$ cat src/design/ilie_pkg.sv
`default_nettype none

package ilie_pkg;

	localparam int unsigned DEPTH_DEF      = 64;
	localparam int unsigned DATA_WIDTH_DEF = 32;
	localparam int unsigned CAP_RESET      = 64;
	// entries per first-level read group
	localparam int unsigned GROUP_SIZE     = 8;

	typedef enum logic [1:0] {
		CMD_APPEND = 2'd0,
		CMD_INSERT = 2'd1,
		CMD_ERASE  = 2'd2,
		CMD_READ   = 2'd3
	} cmd_t;

	// broadcast to every cell in the row
	typedef struct packed {
		logic wr_en;
		cmd_t cmd;
	} cell_ctl_t;

endpackage

`default_nettype wire

$ cat src/design/ilie_cell.sv
`default_nettype none

module ilie_cell #(
	parameter int unsigned CW  = 7,
	parameter int unsigned DW  = 32,
	parameter int unsigned IDX = 0
) (
	input  wire logic                clk,
	input  wire ilie_pkg::cell_ctl_t ctl,
	input  wire logic [CW-1:0]       pos,
	input  wire logic [CW-1:0]       cnt,
	input  wire logic [DW-1:0]       wval,
	input  wire logic [DW-1:0]       left,
	input  wire logic [DW-1:0]       right,
	output logic [DW-1:0]            entry
);
	import ilie_pkg::*;

	localparam logic [CW-1:0] ME = CW'(IDX);

	logic [DW-1:0] entry_q;
	logic [DW-1:0] nxt;

	always_comb begin
		nxt = entry_q;
		case (ctl.cmd)
			CMD_APPEND: begin
				if (ME == cnt) nxt = wval;
			end
			CMD_INSERT: begin
				if (ME == pos) nxt = wval;
				else if (ME > pos) nxt = left;
			end
			CMD_ERASE: begin
				if (ME >= pos) nxt = right;
			end
			default: nxt = entry_q;
		endcase
	end

	always_ff @(posedge clk) begin
		if (ctl.wr_en) entry_q <= nxt;
	end

	assign entry = entry_q;

endmodule

`default_nettype wire

$ cat config.mk
export PLATFORM = sky130hd
export DESIGN_NAME = ilie_cell
export DESIGN_NICKNAME = d
export VERILOG_FILES = /design/src/design/ilie_pkg.sv /design/src/design/ilie_cell.sv
export SDC_FILE = /design/constraint.sdc
export NUM_CORES = 1
export LEC_CHECK = 0
export BUFFER_PORTS_ARGS = -buffer_cell sky130_fd_sc_hd__buf_2
export CAP_MARGIN = 15
export CORE_ASPECT_RATIO = 0.6
export CORE_MARGIN = 10
export CORE_UTILIZATION = 38
export DETAILED_ROUTE_END_ITERATION = 10
export GPL_TIMING_DRIVEN = 1
export PLACE_DENSITY = 0.77
export SYNTH_ARGS = -nofsm -noshare
export SYNTH_HDL_FRONTEND = slang
export SYNTH_SLANG_ARGS = --single-unit
export TNS_END_PERCENT = 30
$ cat constraint.sdc
create_clock -name clk -period 2.2 [get_ports clk]
set_clock_uncertainty 0.15 [all_clocks]
set_input_delay 0.33 -clock clk [delete_from_list [all_inputs] [get_ports clk]]
set_output_delay 0.33 -clock clk [all_outputs]
set_load 0.01 [all_outputs]
After elaboration in Yosys (flattened, before gate mapping)
Cells that the tools add are included.
Widths: inputs -> output; s select.
{"block": "word_totals", "wordCells": 18, "register_bits": 32, "in_bits": 114, "out_inout_bits": 32}
{"block": "op_classes", "n_lt_le_gt_ge": 2, "n_mux": 5, "n_reduce_logical": 5, "n_eq_ne": 5}
{"cell": "$mux 32", "count": 4}
{"cell": "$pmux 32 s3", "count": 1}
{"cell": "$logic_not 7->1", "count": 2}
{"cell": "$ge 1x7->1 const A", "count": 1}
{"cell": "$gt 1x7->1 const A", "count": 1}
{"cell": "$reduce_and 5->1", "count": 1}
{"cell": "$ne 2x2->1 const B", "count": 2}
{"cell": "$ne 3x3->1 const B", "count": 1}
{"cell": "$reduce_bool 3->1", "count": 1}
{"cell": "$eq 2x1->1 const B", "count": 1}
{"cell": "$eq 2x2->1 const B", "count": 1}
{"cell": "$logic_not 2->1", "count": 1}

Depth between registers and ports, before layout
Gate-level depths: netlist of run 1.
{"block": "depth", "word_depth": 4, "mapped_depth": 8, "mapped_depth_nobuf": 5}

Least setup slack after synthesis of run 1
Ideal clock, no wire load.
{"block": "synth_path", "path_kind": "input -> register", "start": "input port cnt[2]", "end": "register entry_q[0] (netlist: entry[0]) (enable)", "required_ns": 1.673, "setup_ns": 0.377, "n_path_buf": 0, "arrival_ns": 1.711, "stages": 3, "path_slack_ns": -0.038, "path_cell_list": "or4_1 o41ai_1 and4bb_2"}
{"block": "synth_via", "elab_chain_len": 3}
{"element": "from (decl)", "line_no": "ilie_cell.sv:11", "source": "input wire logic [CW-1:0] cnt,"}
{"element": "$logic_not 7->1", "line_no": "ilie_cell.sv:28", "source": "if (ME == cnt) nxt = wval;"}
{"element": "$ne 2x2->1 (no source line)"}
{"element": "$reduce_and 5->1 (no source line)"}
{"element": "to (signal assigned)", "line_no": "ilie_cell.sv:42", "source": "if (ctl.wr_en) entry_q <= nxt;"}
{"element": "to (decl)", "line_no": "ilie_cell.sv:21", "source": "logic [DW-1:0] entry_q;"}
Every way passes these cells.
A chain may end at the register's enable or synchronous reset.

Worst setup path after layout of run 1
{"block": "layout_path", "start": "input port cnt[2]", "end": "register entry_q[4] (netlist: entry[4]) (enable)"}
Same word-level chain as after synthesis.

==> qor.yml, run 1 <==
die:
  rows: 21
  core-area_mm2: 0.005570
  ios: 146
  die_area_mm2: 0.009306
  start_util_pct: 39.35
  die_w_um: 118.1
  die_h_um: 78.83
job:
  drv_cap: 0
sta:
  worstMarginPinSlew_ns: 0.3735
  setup_viol: 0
  period_share_pct: 84.16
  layout_min_cycle_time_ns: 1.851
  slew_violations: 0
  hold_violations: 0
  rsz0062_at_grt: "no"
  slew_headroom_pct: 75.10
  tns_ns: 0
  clock.fmax_mhz: 540.1
setup_path:
  arrival_ns: 1.68
  crit_type: "input pin to register"
  critPathLaunchType: "input pin"
  critPathRequiredTime_ns: 2.03
  endpoint_kind: "register"
  critPathMaxFanout: 18
clock_tree:
  cts_buffer_depth: 2
  clock-sinks: 32
  cts_made_buffers: 5
  post-cts-setup-buffers: 0
  cts_hold_buf: 0
  cts_tree: "built"
  h-tree-depth: 2
  clk_pin_slew_ns: 0.06
  cts_resized: 0
  root_buffer: "clkbuf_8"
synthesis:
  ys_seq_area_share_pct: 43.84
  ys_ff_latch: 32
  ys_types: 21
  avgSynthCellArea_um2: 9.289
  ys.warnings.count: 0
  ys_top_cells_by_count: "a31oi_1, edfxtp_1, nand4_1, nor2b_1, o211ai_1"
  synth_area_leaders: "edfxtp_1, o211ai_1, a31oi_1"
  synth_edf_count: 32
  netlist.area_leader.share_pct: 43.84
  ys.flop_type: "edfxtp_1"
  syn_nets: 354
  yosys.area.top_type: "edfxtp_1"
  synthCells: 236
  synthArstFlopShare_pct: 0
  syn_area_mm2: 0.002192
routing:
  firstDrtPassIters: 5
  drt_wl_total_mm: 8.069
  drcViolationCount: 0
  dr_total_vias: 2461
  vias_per_cell: 5.409
  drt_iter0_drc: 252
  wire_per_inst_um: 17.73
  ant_nets: 0
grt:
  grt-ovfl-total: 0
  antenna_found_initial: 0
  grt_pass1_wl_mm: 13.01
  grt_pass1_vias: 2547
  grt_max_degree: 35
  grt.total_usage_pct: 16.91
place:
  io_buffers: 145
  globalplace.congestion: 0.8112
  dp_hpwl_mm: 6.568
cells_and_area:
  finalNetCount: 492
  layout-drive-gt1-share_pct: 45.60
  area_growth_pct: 44.06
  utilization_pct: 56.69
  antenna_cells: 0
  largest_reg_flops: 32
power:
  p_leak_nw: 1.229
  ir_drop_mv: 0.2883
  cellPowerDensity_mw_per_mm2: 547.9
run_status:
  outcome: "completed"
min_path:
  hp-class: "input pin to register"
## cell families after synthesis
group / count (synthesis) / share of synthesized area (%)
AOI/OAI and AO/OA: 66 / 20.72
adders and majority gates: 4 / 2.283
buffers and inverters: 31 / 6.279
DFF: 32 / 43.84
and+or+nand+nor: 103 / 26.88
## layer usage
layer | part of all wire, % | vias up | track usage [%]
met5 | 0 | - | 0
met4 | 0.42 | 0 | 2.826
met3 | 10 | 4 | 6.497
met2 | 45 | 141 | 27.63
met1 | 44 | 1124 | 21.20
li1 | - | 1192 | -
## cell type report
| cell class | count | area, um^2 |
|---|---|---|
| clock buffer | 6 | 72.57 |
| clock inverter | 2 | 35.03 |
| fill | 536 | 2412 |
| inverter | 2 | 7.507 |
| multi-input combinational | 173 | 1106 |
| sequential | 32 | 960.9 |
| tap | 80 | 100.1 |
| timing repair buffer | 160 | 875.8 |
## through the flow
step / hold WS, ns / instance area, um^2 / setup slack (ns) / instances / power (mW)
floorplan: 0.4195 / 2196 / 0.1118 / 236 / 0.9833
global placement: 0.5202 / 3050 / 0.06016 / 447 / 1.202
detailed placement: 0.5248 / 3050 / 0.05124 / 447 / 1.212
CTS: 0.2395 / 3158 / 0.3459 / 455 / 1.754
global route: 0.2509 / 3158 / 0.2763 / 455 / 1.836
finish: 0.2439 / 3158 / 0.3485 / 455 / 1.730
## critical path, cell delays in order
cell	delay (ns)
buf_2	0.09
or4_1	0.50
o41ai_1	0.27
and4bb_4	0.32
buf_12	0.16
## worst paths after layout
check / from / endpoint / slack, ns / cells after the start
min: right[13] / entry[13] / 0.24 / 3
max: cnt[2] / entry[4] / 0.35 / 5
## power by group
group / total, mW / switching, mW / internal (mW)
Clock: 0.533 / 0.197 / 0.336
Sequential: 0.753 / 0.0137 / 0.739
Combinational: 0.445 / 0.235 / 0.210
## cells in the final DEF (no fill, tap or decap)
master	n
a21oi_1	1
a31oi_1	32
and2_1	2
and4bb_4	1
buf_12	3
buf_2	145
buf_4	12
bufinv_16	1
clkbuf_1	1
clkbuf_8	5
clkinv_2	1
edfxtp_1	32
ha_1	3
ha_2	1
inv_1	2
nand2_1	31
nand3_1	1
nand4_1	32
nor2_1	1
nor2b_1	32
nor3_4	1
nor4_4	1
o211ai_1	32
o41ai_1	1
or4_1	1
Power figures use the tool's default switching activity.
==> run 2, diff against run 1 <==
ABC_AREA = 1   (was unset)
CORE_UTILIZATION = 41   (was 38)
PLACE_DENSITY = 0.78   (was 0.77)
clock period = 1.5 ns   (was 2.2 ns; I/O delays follow)
==> run 2 against run 1 <==
Core utilization up 2.1 points. Sequential cell count did not move. Worst hold slack lost 0.13 ns. Die area increased by 6.9%. Sequential power up 47%. Clock power up 53%. Critical path type unchanged. Critical endpoint is now entry[16].
==> qor.yml, run 2 <==
routing:
  drt_wl_total_mm: 9.420  # +17%
  wire_per_inst_um: 16.56  # -6.6%
  vias_per_cell: 5.228  # -3.3%
  ant_nets: 0  # unchanged
  dr_total_vias: 2975  # +21%
  drcViolationCount: 0  # unchanged
  firstDrtPassIters: 5  # unchanged
  drt_iter0_drc: 361  # +43%
sta:
  period_share_pct: 92.67
  hold_violations: 0  # unchanged
  setup_viol: 0  # unchanged
  final.setup.worst_slack_ns: 0.1099  # -0.2386 ns
  rsz0062_at_grt: "no"
  slew_violations: 0  # unchanged
  slew_headroom_pct: 74.45  # -0.65 points
  layout_min_cycle_time_ns: 1.390
  hold_slack_ns: 0.1174  # -0.1266 ns
  clock.fmax_mhz: 719.4
  tns_ns: 0  # unchanged
  worstMarginPinSlew_ns: 0.3833  # +0.009763 ns
synthesis:
  synth_compound_area_share_pct: 23.10  # +2.4 points
  muxShareOfSynthArea_pct: 0  # unchanged
  synth_edf_count: 32  # unchanged
  synth_top_family_by_area: "compound AO/OA/AOI/OAI gates"
  ys.flop_type: "edfxtp_1"
  netlist.area_leader.share_pct: 37.35  # -6.5 points
  yosys.area.top_type: "edfxtp_1"
  synth_xor_xnor_area_share_pct: 0  # unchanged
  ys.warnings.count: 0  # unchanged
  synth_fa_ha_area_share_pct: 1.946  # -0.34 points
  synth-simple-area-share_pct: 20.62  # -6.3 points
  ys_ff_latch: 32  # unchanged
  synthArstFlopShare_pct: 0  # unchanged
  ys_seq_area_share_pct: 37.35  # -6.5 points
  synthCells: 342  # +45%
  synth_area_leaders: "edfxtp_1, nand3_1, inv_1"
  syn_nets: 460  # +30%
  synth.most_common_cell: "inv_1"
  ys_types: 24  # +14%
  avgSynthCellArea_um2: 7.522  # -19%
  ys_top_cells_by_count: "inv_1, nand3_1, a21oi_1, nor2_1, edfxtp_1"
  syn_area_mm2: 0.002572  # +17%
clock_tree:
  post-cts-setup-buffers: 0  # unchanged
  clock-sinks: 32  # unchanged
  cts_hold_buf: 0  # unchanged
  cts_made_buffers: 5  # unchanged
  cts_tree: "built"
  h-tree-depth: 2  # unchanged
  cts_buffer_depth: 2  # unchanged
  cts_resized: 0  # unchanged
  root_buffer: "clkbuf_8"
  clk_pin_slew_ns: 0.07  # about the same
grt:
  grt_pass1_vias: 2968  # +17%
  antenna_found_initial: 0  # unchanged
  grt_max_degree: 33  # -5.7%
  grt-ovfl-total: 0  # unchanged
  grt.total_usage_pct: 18.14  # +1.2 points
  grt_pass1_wl_mm: 14.56  # +12%
place:
  io_buffers: 145  # unchanged
  post-place-ws_ns: -0.1947  # -0.2459 ns
  globalplace.congestion: 0.8771  # +8.1%
  dp_hpwl_mm: 7.343  # +12%
  dpl_cell_area_mm2: 0.003481  # +14%
die:
  die_h_um: 81.36  # +3.2%
  core-area_mm2: 0.006111  # +9.7%
  ios: 146  # unchanged
  die_w_um: 122.3  # +3.6%
  die_area_mm2: 0.009946  # +6.9%
  start_util_pct: 42.10  # +2.7 points
  rows: 22  # +4.8%
min_path:
  hp-class: "input pin to register"
cells_and_area:
  seqCellArea_um2: 960.9  # unchanged
  layout-drive-gt1-share_pct: 44.33  # -1.3 points
  area_growth_pct: 39.64
  most-common-layout-cells: "buf_2, inv_1, nand3_1"
  multi_input_area_mm2: 0.001227  # +11%
  final_common_cell: "buf_2"
  finalNetCount: 602  # +22%
  largest_reg_flops: 32  # unchanged
  antenna_cells: 0  # unchanged
  design_area_mm2: 0.003592  # +14%
  fillerInstances: 566  # +5.6%
power:
  ir_drop_mv: 0.3544  # +23%
  power_mw: 2.760  # +60%
  cellPowerDensity_mw_per_mm2: 768.3  # +40%
  p_leak_nw: 1.709  # +39%
setup_path:
  critPathRequiredTime_ns: 1.34  # -0.69 ns
  startpoint: "ctl[1]"
  critPathMaxFanout: 17  # -1
  critPathLaunchType: "input pin"
  arrival_ns: 1.23  # -0.45 ns
  endpoint_kind: "register"
  crit_type: "input pin to register"
  cp-endpoint: "entry[16]"
job:
  drv_cap: 0  # unchanged
run_status:
  outcome: "completed"
[run 2: cell types whose count changed in the layout (fill, tap and decap cells not counted), sizes merged, moves of 2 or more]
cell,before,now
nand3,1,65
nand2,31,5
inv,2,71
nand4,32,0
a31oi,32,0
nor2,1,39
buf,160,162
o211ai,32,0
o21ai,0,32
a21oi,1,65
and2,2,0
nor2b,32,0
[run 2: area by class of cell]
type / count / share of cell area [%]
timing repair buffer: 162 / 25.50
multi-input combinational: 212 / 34.17
sequential: 32 / 26.75
clock buffer: 5 / 1.916
inverter: 71 / 7.558
clock inverter: 3 / 1.184
tap: 84 / 2.926
[run 2: power breakdown]
part	leakage (nW)	total, mW	switching, mW	internal, mW
logic	1.36	0.828	0.467	0.361
clock network	0.0541	0.818	0.327	0.491
registers	0.291	1.11	0.0220	1.09
total	1.71	2.76	0.816	1.94
[run 2: worst max-delay path, stage by stage]
cell     delay [ns]
buf_2          0.12
inv_1          0.07
ha_1           0.18
nand2_1        0.08
nand2_1        0.09
nor3_4         0.27
buf_12         0.20
[run 2: worst min-delay path by stage]
stage,end,slack (ns),from,cells past startpoint
finish,entry[10],0.12,wval[10],3
global route,entry[11],0.11,wval[11],3
CTS,entry[11],0.11,wval[11],3
detailed placement,entry[11],0.40,wval[11],3
global placement,entry[2],0.40,wval[2],3
floorplan,entry[0],0.29,wval[0],2
[run 2: routing by layer]
layer	GRT usage (%)	vias up	wire length, um
met5	0	-	0
met3	6.163	12	1279
met2	27.94	224	4052
met1	24.08	1328	4023
met4	4.215	0	63
li1	-	1411	-
[run 2: cells by family (layout without fill, tap and decap cells)]
kind of cell	Yosys count	in the layout
AND/OR/NAND/NOR	111	111
adder cells (fa/ha/maj)	4	4
AO/OA/AOI/OAI	97	97
buffers and inverters	98	241
flip-flops	32	32
[run 2: stage by stage]
step                      std cells  util, %
after detailed placement        561    56.96
after global placement          561    56.96
final                           569    58.78
after global routing            569    58.78
after floorplan                 342        -
after CTS                       569    58.78
